===== src/srf_pkg.sv =====
// Shared types, operation codes and register encodings of the system register file.
`default_nettype none

package srf_pkg;

   // Operation codes carried in the mode field.
   localparam logic [1:0] MODE_READ  = 2'd0;
   localparam logic [1:0] MODE_WRITE = 2'd1;
   localparam logic [1:0] MODE_TICK  = 2'd2;

   // The register is selected by op0, op1, CRn, CRm and op2 in bits 20..5.
   localparam int SEL_LSB   = 5;
   localparam int SEL_MSB   = 20;
   localparam int SEL_WIDTH = SEL_MSB - SEL_LSB + 1;

   typedef logic [SEL_WIDTH-1:0] sel_type;

   // Encodings as {op0, op1, CRn, CRm, op2}.
   localparam sel_type ENC_CTR     = {2'd3, 3'd3, 4'd0,  4'd0, 3'd1};
   localparam sel_type ENC_MMFR0   = {2'd3, 3'd0, 4'd0,  4'd7, 3'd0};
   localparam sel_type ENC_MMFR1   = {2'd3, 3'd0, 4'd0,  4'd7, 3'd1};
   localparam sel_type ENC_SCTLR   = {2'd3, 3'd0, 4'd1,  4'd0, 3'd0};
   localparam sel_type ENC_CPACR   = {2'd3, 3'd0, 4'd1,  4'd0, 3'd2};
   localparam sel_type ENC_MDSCR   = {2'd2, 3'd0, 4'd0,  4'd2, 3'd2};
   localparam sel_type ENC_DFR0    = {2'd3, 3'd0, 4'd0,  4'd5, 3'd0};
   localparam sel_type ENC_MAIR    = {2'd3, 3'd0, 4'd10, 4'd2, 3'd0};
   localparam sel_type ENC_TCR     = {2'd3, 3'd0, 4'd2,  4'd0, 3'd2};
   localparam sel_type ENC_CNTPCT  = {2'd3, 3'd3, 4'd14, 4'd0, 3'd1};
   localparam sel_type ENC_CNTVOFF = {2'd3, 3'd4, 4'd14, 4'd0, 3'd3};
   localparam sel_type ENC_CNTVCT  = {2'd3, 3'd3, 4'd14, 4'd0, 3'd2};
   localparam sel_type ENC_TPIDR0  = {2'd3, 3'd3, 4'd13, 4'd0, 3'd2};
   localparam sel_type ENC_TPIDR1  = {2'd3, 3'd0, 4'd13, 4'd0, 3'd4};
   localparam sel_type ENC_MPIDR   = {2'd3, 3'd0, 4'd0,  4'd0, 3'd5};
   localparam sel_type ENC_DCZID   = {2'd3, 3'd3, 4'd0,  4'd0, 3'd7};
   localparam sel_type ENC_SPEL0   = {2'd3, 3'd0, 4'd4,  4'd1, 3'd0};
   localparam sel_type ENC_VBAR1   = {2'd3, 3'd0, 4'd12, 4'd0, 3'd0};

   // Fixed identification values.
   localparam logic [63:0] VAL_CTR   = 64'h0000_0000_0444_c004;
   localparam logic [63:0] VAL_MMFR0 = 64'h0000_0000_0010_0000;
   localparam logic [63:0] VAL_DFR0  = 64'h0000_0000_1010_1006;
   localparam logic [63:0] VAL_MPIDR = 64'h0000_0000_4000_0000;

   // Status codes.
   localparam logic STATUS_DONE  = 1'b0;
   localparam logic STATUS_ERROR = 1'b1;

   // One input word.
   typedef struct packed {
      logic [1:0]  mode;
      logic [31:0] access_word;
      logic [63:0] write_data;
   } req_type;

   // One result word.
   typedef struct packed {
      logic [63:0] read_data;
      logic        status;
      logic        mmu_enable;
   } rsp_type;

endpackage

`default_nettype wire


===== src/srf_exec.sv =====
// Register state, access decode and read selection of the system register file.
`default_nettype none

module srf_exec
   import srf_pkg::*;
(
   input  wire logic    clock,
   input  wire logic    reset,
   input  wire logic    exec_en,
   input  wire req_type req,
   output rsp_type      result
);

   logic [63:0] control_ff, control_in;
   logic [63:0] cpacr_ff, cpacr_in;
   logic [63:0] mdscr_ff, mdscr_in;
   logic [63:0] mair_ff, mair_in;
   logic [63:0] tcr_ff, tcr_in;
   logic [63:0] cntvoff_ff, cntvoff_in;
   logic [63:0] tpidr0_ff, tpidr0_in;
   logic [63:0] tpidr1_ff, tpidr1_in;
   logic [63:0] spel0_ff, spel0_in;
   logic [63:0] vbar_ff, vbar_in;
   logic [63:0] tick_ff, tick_in;

   sel_type     sel;
   logic [63:0] rd_value;
   logic        rd_known;
   logic        wr_known;
   logic        is_read;
   logic        is_write;
   logic        is_tick;

   assign sel      = req.access_word[SEL_MSB:SEL_LSB];
   assign is_read  = (req.mode == MODE_READ);
   assign is_write = (req.mode == MODE_WRITE);
   assign is_tick  = (req.mode == MODE_TICK);

   // Read selection, including the virtual counter difference.
   always_comb begin
      rd_known = 1'b1;
      case (sel)
         ENC_CTR:     rd_value = VAL_CTR;
         ENC_MMFR0:   rd_value = VAL_MMFR0;
         ENC_MMFR1:   rd_value = '0;
         ENC_SCTLR:   rd_value = control_ff;
         ENC_CPACR:   rd_value = cpacr_ff;
         ENC_MDSCR:   rd_value = mdscr_ff;
         ENC_DFR0:    rd_value = VAL_DFR0;
         ENC_MAIR:    rd_value = mair_ff;
         ENC_TCR:     rd_value = tcr_ff;
         ENC_CNTPCT:  rd_value = tick_ff;
         ENC_CNTVOFF: rd_value = cntvoff_ff;
         ENC_CNTVCT:  rd_value = tick_ff - cntvoff_ff;
         ENC_TPIDR0:  rd_value = tpidr0_ff;
         ENC_TPIDR1:  rd_value = tpidr1_ff;
         ENC_MPIDR:   rd_value = VAL_MPIDR;
         ENC_DCZID:   rd_value = '0;
         ENC_SPEL0:   rd_value = spel0_ff;
         ENC_VBAR1:   rd_value = vbar_ff;
         default: begin
            rd_value = '0;
            rd_known = 1'b0;
         end
      endcase
   end

   // Write decode; fixed values and counters are not writable.
   always_comb begin
      control_in = control_ff;
      cpacr_in   = cpacr_ff;
      mdscr_in   = mdscr_ff;
      mair_in    = mair_ff;
      tcr_in     = tcr_ff;
      cntvoff_in = cntvoff_ff;
      tpidr0_in  = tpidr0_ff;
      tpidr1_in  = tpidr1_ff;
      spel0_in   = spel0_ff;
      vbar_in    = vbar_ff;
      wr_known   = 1'b1;
      case (sel)
         ENC_SCTLR:   control_in = req.write_data;
         ENC_CPACR:   cpacr_in   = req.write_data;
         ENC_MDSCR:   mdscr_in   = req.write_data;
         ENC_MAIR:    mair_in    = req.write_data;
         ENC_TCR:     tcr_in     = req.write_data;
         ENC_CNTVOFF: cntvoff_in = req.write_data;
         ENC_TPIDR0:  tpidr0_in  = req.write_data;
         ENC_TPIDR1:  tpidr1_in  = req.write_data;
         ENC_SPEL0:   spel0_in   = req.write_data;
         ENC_VBAR1:   vbar_in    = req.write_data;
         default:     wr_known   = 1'b0;
      endcase
   end

   assign tick_in = tick_ff + 64'd1;

   // Result word; the MMU enable reflects the control register after this word.
   always_comb begin
      result.read_data  = (is_read && rd_known) ? rd_value : '0;
      result.status     = STATUS_DONE;
      result.mmu_enable = control_ff[0];
      if (is_read) begin
         if (!rd_known) begin
            result.status = STATUS_ERROR;
         end
      end else if (is_write) begin
         if (wr_known) begin
            result.mmu_enable = control_in[0];
         end else begin
            result.status = STATUS_ERROR;
         end
      end else if (!is_tick) begin
         result.status = STATUS_ERROR;
      end
   end

   // State update when a word executes.
   always_ff @(posedge clock) begin
      if (reset) begin
         control_ff <= '0;
         cpacr_ff   <= '0;
         mdscr_ff   <= '0;
         mair_ff    <= '0;
         tcr_ff     <= '0;
         cntvoff_ff <= '0;
         tpidr0_ff  <= '0;
         tpidr1_ff  <= '0;
         spel0_ff   <= '0;
         vbar_ff    <= '0;
         tick_ff    <= '0;
      end else if (exec_en) begin
         if (is_write) begin
            control_ff <= control_in;
            cpacr_ff   <= cpacr_in;
            mdscr_ff   <= mdscr_in;
            mair_ff    <= mair_in;
            tcr_ff     <= tcr_in;
            cntvoff_ff <= cntvoff_in;
            tpidr0_ff  <= tpidr0_in;
            tpidr1_ff  <= tpidr1_in;
            spel0_ff   <= spel0_in;
            vbar_ff    <= vbar_in;
         end
         if (is_tick) begin
            tick_ff <= tick_in;
         end
      end
   end

`ifndef ASSERT_OFF
   // A tick advances the physical counter by exactly one.
   a_tick_step: assert property (@(posedge clock) disable iff (reset)
      (exec_en && is_tick) |=> (tick_ff == $past(tick_ff) + 64'd1))
      else $error("tick counter did not advance by one");

   // The reported MMU enable matches the control register after the word.
   a_mmu_match: assert property (@(posedge clock) disable iff (reset)
      exec_en |=> (control_ff[0] == $past(result.mmu_enable)))
      else $error("mmu enable disagrees with control register");
`endif

endmodule

`default_nettype wire


===== src/system_register_file.sv =====
// Top level of the system register file: input register, execute logic, result register.
//
// Usage:
//   Request words (req_mode, req_access_word, req_write_data) are accepted on a
//   rising edge with req_valid high and req_stall low. Mode read returns the
//   selected register, mode write stores req_write_data, mode tick advances the
//   physical counter. Bits 20..5 of the access word select the register.
//   Each request gives exactly one response word on rsp_read_data, rsp_status
//   and rsp_mmu_enable, taken when rsp_valid is high and rsp_stall is low.
// Pipeline and throughput:
//   A word is registered at the input and executed against the register state
//   once the output register can load. Its response then loads into the output
//   register, which drives rsp_valid. One word per cycle is sustained while
//   rsp_stall is low, and a word sees every effect of the word before it.
// Reset:
//   Synchronous reset clears all registers and the counter, and empties both
//   pipeline registers.
// Stall:
//   When rsp_stall holds a full output register, the input register holds too
//   and req_stall rises once it is full; no word is lost or executed twice.
`default_nettype none

module system_register_file
   import srf_pkg::*;
(
   input  wire logic        clock,
   input  wire logic        reset,
   input  wire logic        req_valid,
   output logic             req_stall,
   input  wire logic [1:0]  req_mode,
   input  wire logic [31:0] req_access_word,
   input  wire logic [63:0] req_write_data,
   output logic             rsp_valid,
   input  wire logic        rsp_stall,
   output logic [63:0]      rsp_read_data,
   output logic             rsp_status,
   output logic             rsp_mmu_enable
);

   logic    in_valid_ff, in_valid_in;
   req_type in_word_ff;
   logic    out_valid_ff, out_valid_in;
   rsp_type out_word_ff;
   rsp_type exec_result;
   logic    exec_en;
   logic    req_take;

   // Execute when the input register is full and the output register can load.
   assign exec_en   = in_valid_ff && (!out_valid_ff || !rsp_stall);
   assign req_stall = in_valid_ff && !exec_en;
   assign req_take  = req_valid && !req_stall;

   srf_exec u_exec (
      .clock   (clock),
      .reset   (reset),
      .exec_en (exec_en),
      .req     (in_word_ff),
      .result  (exec_result)
   );

   // Pipeline occupancy.
   always_comb begin
      in_valid_in = in_valid_ff;
      if (req_take) begin
         in_valid_in = 1'b1;
      end else if (exec_en) begin
         in_valid_in = 1'b0;
      end
      out_valid_in = out_valid_ff;
      if (exec_en) begin
         out_valid_in = 1'b1;
      end else if (!rsp_stall) begin
         out_valid_in = 1'b0;
      end
   end

   always_ff @(posedge clock) begin
      if (reset) begin
         in_valid_ff  <= 1'b0;
         out_valid_ff <= 1'b0;
      end else begin
         in_valid_ff  <= in_valid_in;
         out_valid_ff <= out_valid_in;
      end
   end

   // Payload registers.
   always_ff @(posedge clock) begin
      if (req_take) begin
         in_word_ff.mode        <= req_mode;
         in_word_ff.access_word <= req_access_word;
         in_word_ff.write_data  <= req_write_data;
      end
      if (exec_en) begin
         out_word_ff <= exec_result;
      end
   end

   assign rsp_valid      = out_valid_ff;
   assign rsp_read_data  = out_word_ff.read_data;
   assign rsp_status     = out_word_ff.status;
   assign rsp_mmu_enable = out_word_ff.mmu_enable;

`ifndef ASSERT_OFF
   // A full input register behind a stalled full output register must stall.
   a_backpressure: assert property (@(posedge clock) disable iff (reset)
      (in_valid_ff && out_valid_ff && rsp_stall) |-> req_stall)
      else $error("input not stalled behind a blocked response");

   // An error response never carries read data.
   a_error_zero: assert property (@(posedge clock) disable iff (reset)
      (rsp_valid && rsp_status == STATUS_ERROR) |-> (rsp_read_data == 64'd0))
      else $error("error response with nonzero data");
`endif

endmodule

`default_nettype wire


===== config.mk =====
export PLATFORM = sky130hd
export DESIGN_NAME = system_register_file
export DESIGN_NICKNAME = d
export VERILOG_FILES = /design/src/srf_pkg.sv /design/src/srf_exec.sv /design/src/system_register_file.sv
export SDC_FILE = /design/constraint.sdc
export NUM_CORES = 2
export LEC_CHECK = 0
export BUFFER_PORTS_ARGS = -buffer_cell sky130_fd_sc_hd__buf_2
export CAP_MARGIN = 25
export CORE_AREA = 10 10 366 368
export CTS_CLUSTER_DIAMETER = 60
export DETAILED_ROUTE_END_ITERATION = 10
export DIE_AREA = 0 0 376 378
export HOLD_SLACK_MARGIN = 0.03
export SYNTH_ARGS = -nofsm -noshare
export SYNTH_HDL_FRONTEND = slang
export SYNTH_SLANG_ARGS = --single-unit
export TNS_END_PERCENT = 100

===== constraint.sdc =====
create_clock -name clock -period 11.27 [get_ports clock]
set_input_delay 2.254 -clock clock [delete_from_list [all_inputs] [get_ports clock]]
set_output_delay 2.254 -clock clock [all_outputs]
set_load 0.02 [all_outputs]

== After elaboration in Yosys (flattened, before gate mapping) ==
Cells that the tools add are included.

* Output and inout port bits: 68
* Input port bits: 102
* Bits in registers: 859
* Word-level logic and storage cells: 84

* Eq/ne operators: 21
* Muxes and demuxes: 16
* Add/sub/neg operators: 2
* Reduce and logical (&&, ||, !) cells: 25

{| class="wikitable"
|+ Operators by type and width
! cell !! number
|-
| $pmux W64 S16 || 1
|-
| $eq A16 B16 Y1 const B || 18
|-
| $add A64 B1 Y64 const B || 1
|-
| $sub A64 B64 Y64 || 1
|-
| $reduce_and A3 Y1 || 10
|-
| $reduce_or A18 Y1 || 1
|-
| $mux W1 || 15
|-
| $reduce_or A10 Y1 || 1
|-
| $logic_and A1 B1 Y1 || 4
|-
| $logic_not A1 Y1 || 4
|-
| $reduce_and A2 Y1 || 2
|-
| $eq A2 B1 Y1 const B || 1
|-
| $eq A2 B2 Y1 const B || 1
|-
| $logic_not A2 Y1 || 1
|-
| $ne A2 B1 Y1 const B || 1
|-
| $reduce_bool A2 Y1 || 1
|-
| $logic_or A1 B1 Y1 || 1
|}

== Depth between registers and ports, before layout ==
* Depth in word-level cells: 8
* Mapped depth: 14
* Mapped depth without buffers: 14

== By module ==
From an unflattened synthesis, not the netlist that was laid out.

* Cells, all modules: 4611
* Area total of the unflattened synthesis: 38275.5 µm²

{| class="wikitable"
|+ By module, submodules not included
! module !! cells an instance !! times used !! area an instance (µm²) !! seq. area each (µm²)
|-
| srf_exec || 4437 || 1 || 33264.4 || 14093.5
|-
| system_register_file || 174 || 1 || 5011.1 || 4964.8
|}

== Least setup slack after synthesis ==
No wires, ideal clock.

* Kind: input to register
* From: input port rsp_stall
* To: register in_word_ff[0] in the netlist's numbering, enable pin
* Data required time: 10.739 ns
* Data arrival time: 6.158 ns
* Path buffers: 0
* Slack: 4.581 ns
* Stages on the path: 2
* Setup time: 0.531 ns
* Cell sequence: and3_1 -> nor2b_1

* Cells in the longest elaborated chain, start to end: 7

{| class="wikitable"
|+ RTL lines
! item !! line !! text
|-
| start: declaration || system_register_file.sv:34 || <nowiki>input wire logic rsp_stall,</nowiki>
|-
| $logic_not A1 Y1 || - ||
|-
| $logic_or A1 B1 Y1 || system_register_file.sv:49 || <nowiki>assign exec_en = in_valid_ff && (!out_valid_ff || !rsp_stall);</nowiki>
|-
| $logic_and A1 B1 Y1 || system_register_file.sv:49 ||
|-
| $logic_not A1 Y1 || system_register_file.sv:50 || <nowiki>assign req_stall = in_valid_ff && !exec_en;</nowiki>
|-
| $logic_and A1 B1 Y1 || system_register_file.sv:50 ||
|-
| $logic_not A1 Y1 || system_register_file.sv:51 || <nowiki>assign req_take = req_valid && !req_stall;</nowiki>
|-
| $logic_and A1 B1 Y1 || system_register_file.sv:51 ||
|-
| end: declaration || system_register_file.sv:41 || <nowiki>req_type in_word_ff;</nowiki>
|}

Every way passes these cells.
A chain may end at the register's enable or synchronous reset.

== Final worst setup path ==
* From: input port rsp_stall
* To: register u_exec.tpidr0_ff[49]

* Cells in the longest elaborated chain, start to end: 4

{| class="wikitable"
|+ RTL lines
! item !! line !! text
|-
| $logic_not A1 Y1 || - ||
|-
| $logic_or A1 B1 Y1 || system_register_file.sv:49 ||
|-
| $logic_and A1 B1 Y1 || system_register_file.sv:49 ||
|-
| named net exec_en || system_register_file.sv:45 || <nowiki>logic exec_en;</nowiki>
|-
| $reduce_and A3 Y1 (no source line) || - ||
|-
| end signal: assignment || srf_exec.sv:140 || <nowiki>tpidr0_ff <= tpidr0_in;</nowiki>
|-
| end: declaration || srf_exec.sv:20 || <nowiki>logic [63:0] tpidr0_ff, tpidr0_in;</nowiki>
|}

The timed path passes the listed nets, and every way through them passes these cells.

==> run_results.csv <==
group,metric,value,unit
detailed_routing,antenna_violating_nets_post_route,0,
run_status,run_status,"finished clean",
die,core_area,0.1267,mm^2
timing,tns,0,ns
cts,cts.path.max_buffers,3,
cts,numCtsBuffers,96,
cts,cts_tree,"built",
critical_path,r2r_setup_slk,6.36,ns
yosys,yosys_register_bits,854,
hold_path,holdCritStartpoint,"u_exec.control_ff[8]",
yosys,syn-num-nets,4874,
critical_path,worstPathRequired,11.86,ns
detailed_routing,wl_per_cell,22.32,um
yosys,synth-edff-count,148,
yosys,synth.distinct_cells,68,
critical_path,crit_arrival,5.79,ns
detailed_routing,routed_wire_length,142500,um
grt,grt_usage,19.04,%
power,cellLeakagePower,14.68,nW
cells_and_area,final-instance-count-excl-fill,6384,
cts,cts.reportedPaths.clkPinSlew,0.06,ns
die,die_height,378,um
yosys,synthAdderAreaFrac,2.178,%
critical_path,critPathCaptureType,"flop",
cells_and_area,syn_to_final_growth,14.30,%
power,power_frac_seq,48.8,%
die,ios,170,
power,power.switching,0.001500,W
cts,post_cts.resized_instances,0,
timing,final_worst_path_cycle_share,46.19,%
power,post-layout-total-power,0.006522,W
power,vdd_ir_drop_max,0.1108,mV
yosys,ys_dominant_reg_cell,"sky130_fd_sc_hd__dfxtp_1",
cells_and_area,final_net_count,4803,
placement,dpl-instance-area,0.03981,mm^2
die,die_area,0.1421,mm^2
detailed_routing,num_vias,34570,
die,core.rowCount,131,
yosys,synth_top_cells_by_area,"sky130_fd_sc_hd__dfxtp_1, sky130_fd_sc_hd__nand2_1, sky130_fd_sc_hd__edfxtp_1",
yosys,syn_area_per_cell,8.006,um^2
cts,cts_hold_repair.buffers,0,
critical_path,timing.critical_path.fanout_max,49,
run,maxCapViolCount,0,
detailed_routing,drt-pass1-iter-count,7,
critical_path,timing.critical_path.from,"rsp_stall",
cells_and_area,post-route-cell-area,0.04308,mm^2
placement,post-dp-hpwl,82790,um
critical_path,r2r_cells,14,
yosys,netlist_area,0.03769,mm^2
critical_path,regToRegStartpoint,"u_exec.tick_ff[0]",
power,power.share.clock,49.4,%
critical_path,type_of_origin_of_the_critical_path,"input pin",
yosys,synth_simple_gate_area_share,21.00,%
timing,fin_crit,5.205,ns
placement,place_inst,6199,
grt,grt_pass1_vias,32730,
yosys,post-synth-top-area-cell,"sky130_fd_sc_hd__dfxtp_1",
cells_and_area,final_core_utilization,34.00,%
yosys,synthCells,4707,
critical_path,critical_path_class,"in2reg",
cts,clkLatencyLatePin,0.68,ns
cts,postCtsSetupBuffers,0,
timing,report.final.hold_viol_count,0,
timing,final.setup_skew,0.02797,ns
placement,place.port_buffers,153,
detailed_routing,initialDrtViolationCount,4338,
yosys,yosysTopAreaCellShare,37.50,%
grt,global_route_wire_length_before_repair,209100,um
timing,worstMarginPinSlew,1.185,ns
grt,grt_max_degree,224,
die,starting_density_of_the_core,29.74,%
grt,antenna_violations_before_repair,15,
power,power_density,151.4,mW/mm^2
cts,cts.sink_count,854,
grt,total_congestion_overflow,0,
power,internal-power,0.005022,W
power,power.share.switching,23.00,%
die,die-width,376,um
detailed_routing,drt_drc_violations_left,0,
yosys,synth_seq_area_share,49.30,%
detailed_routing,vias_per_cell,5.415,
timing,max-slew-margin-rel,20.97,%
timing,fmax,192.1,MHz
yosys,synth-warning-count,0,
yosys,combinational_family_with_the_most_area_after_synthesis,"simple AND/OR/NAND/NOR gates",
yosys,synth_mux_area_share,0.08300,%
power,power.share.combinational,1.8,%
hold_path,count_of_cells_along_the_worst_hold_path,2,
cts,htreeDepth,3,
timing,setup_viol_count_final,0,
yosys,synthArstFlopShare,0,%
hold_path,worstHoldPathType,"reg2reg",
yosys,yosys.area_share.xor_xnor,2.533,%
timing,timing.final.max_slew_violations,0,
timing,rsz0062_at_grt,"false",
cells_and_area,layout_cell_share_with_drive_strength_beyond_1,8.881,%
cts,clockRootBuffer,"sky130_fd_sc_hd__clkbuf_16",
yosys,synth-compound-area-share,20.24,%
placement,gp_routability_congestion,0.9040,
flip-flops by register name, indices dropped and copies added (netlist names):
name / count
in_valid_ff: 1
in_word_ff: 82
rsp_mmu_enable: 1
rsp_read_data: 64
rsp_status: 1
rsp_valid: 1
u_exec.cntvoff_ff: 64
u_exec.control_ff: 64
u_exec.cpacr_ff: 64
u_exec.mair_ff: 64
u_exec.mdscr_ff: 64
u_exec.spel0_ff: 64
u_exec.tcr_ff: 64
u_exec.tick_ff: 64
u_exec.tpidr0_ff: 64
u_exec.tpidr1_ff: 64
u_exec.vbar_ff: 64
synth_stat cells, drive strengths merged, types with 6 or more instances:
master,count
xnor2,52
xor2,57
nor2,137
o22ai,10
a22oi,149
nand4,52
dfxtp,706
nor4,18
nor2b,9
o211ai,8
and3,20
and2,10
a31oi,42
or4,7
inv,83
a22o,13
nand3,50
a222oi,44
o21bai,8
clkbuf,361
nand2b,18
o21a,6
ha,64
a221oi,70
a221o,6
buf,21
nand2,1555
edfxtp,148
a21o,31
nor3,30
a21oi,792
a211oi,12
or3,23
o21ai,52
critical path: stages:
cell	delay [ns]
sky130_fd_sc_hd__buf_2	0.12
sky130_fd_sc_hd__a21boi_4	0.38
sky130_fd_sc_hd__buf_4	0.55
sky130_fd_sc_hd__and2_1	0.77
sky130_fd_sc_hd__and2_4	0.46
sky130_fd_sc_hd__buf_4	0.81
sky130_fd_sc_hd__nand2_1	0.17
sky130_fd_sc_hd__a21oi_1	0.18
through the flow:
step	hold WS (ns)	setup WS (ns)
2_1_floorplan	0.4313	4.581
3_3_place_gp	0.4369	5.499
3_5_place_dp	0.4427	5.418
4_1_cts	0.4505	6.111
5_1_grt	0.4640	5.928
6_report	0.4486	6.065
metal layers:
layer  part of all wire (%)  track usage [%]
met5                  0.088                0
met4                    4.3            8.432
met3                    9.8            3.976
met2                     44            29.39
met1                     42            25.52
power by group through the flow:
stage	Combinational (W)	Sequential, W	Clock, W
6_report	0.000119	0.00318	0.00322
5_1_grt	0.000128	0.00319	0.00338
4_1_cts	0.000120	0.00318	0.00326
3_5_place_dp	0.000120	0.00325	0
3_3_place_gp	0.000119	0.00325	0
2_1_floorplan	0.0000820	0.00322	0
final timing paths:
path                                              to
worst max-delay path            u_exec.tpidr0_ff[49]
worst min-delay path            u_exec.control_ff[8]
worst max register to register     rsp_read_data[62]
worst min register to register  u_exec.control_ff[8]
area by class of cell:
cell class	instances	area, um^2
clock buffer	135	2803
timing repair buffer	213	1309
fill	13090	83620
tap	1662	2079
clock inverter	45	437.9
antenna	4	10.01
inverter	83	311.5
multi-input combinational	3388	17550
sequential	854	18580
kinds of logic (layout without fill, tap and decap cells):
kind of cell / count (synthesis) / after routing
other cells: 0 / 4
flops: 854 / 854
buf+inv: 465 / 476
simple gates: 1942 / 1942
mux: 3 / 3
compound gates: 1269 / 1269
xor+xnor: 109 / 109
fa+ha+maj: 65 / 65
layout by cell type, fill, tap and decap left out, types with 9 or more instances in the layout:
cell type	instances
sky130_fd_sc_hd__o21ai_0	50
sky130_fd_sc_hd__a22o_1	13
sky130_fd_sc_hd__buf_4	54
sky130_fd_sc_hd__clkinv_2	13
sky130_fd_sc_hd__xnor2_1	52
sky130_fd_sc_hd__a31oi_1	41
sky130_fd_sc_hd__clkinv_1	9
sky130_fd_sc_hd__clkbuf_16	99
sky130_fd_sc_hd__nor4_1	13
sky130_fd_sc_hd__and3_1	20
sky130_fd_sc_hd__a21oi_1	792
sky130_fd_sc_hd__edfxtp_1	148
sky130_fd_sc_hd__a222oi_1	44
sky130_fd_sc_hd__a211oi_1	12
sky130_fd_sc_hd__nand4_1	51
sky130_fd_sc_hd__buf_2	152
sky130_fd_sc_hd__nor2_1	135
sky130_fd_sc_hd__xor2_1	57
sky130_fd_sc_hd__nand2_1	1548
sky130_fd_sc_hd__a21o_1	31
sky130_fd_sc_hd__o22ai_1	10
sky130_fd_sc_hd__dfxtp_1	706
sky130_fd_sc_hd__clkbuf_8	19
sky130_fd_sc_hd__inv_1	83
sky130_fd_sc_hd__nand2b_1	17
sky130_fd_sc_hd__a221oi_1	70
sky130_fd_sc_hd__clkbuf_1	17
sky130_fd_sc_hd__nand3_1	50
sky130_fd_sc_hd__ha_1	64
sky130_fd_sc_hd__a22oi_1	149
sky130_fd_sc_hd__or3_1	20
sky130_fd_sc_hd__nor3_1	14
sky130_fd_sc_hd__nor3_2	14
Note: power is estimated with default switching activity, not from simulation.
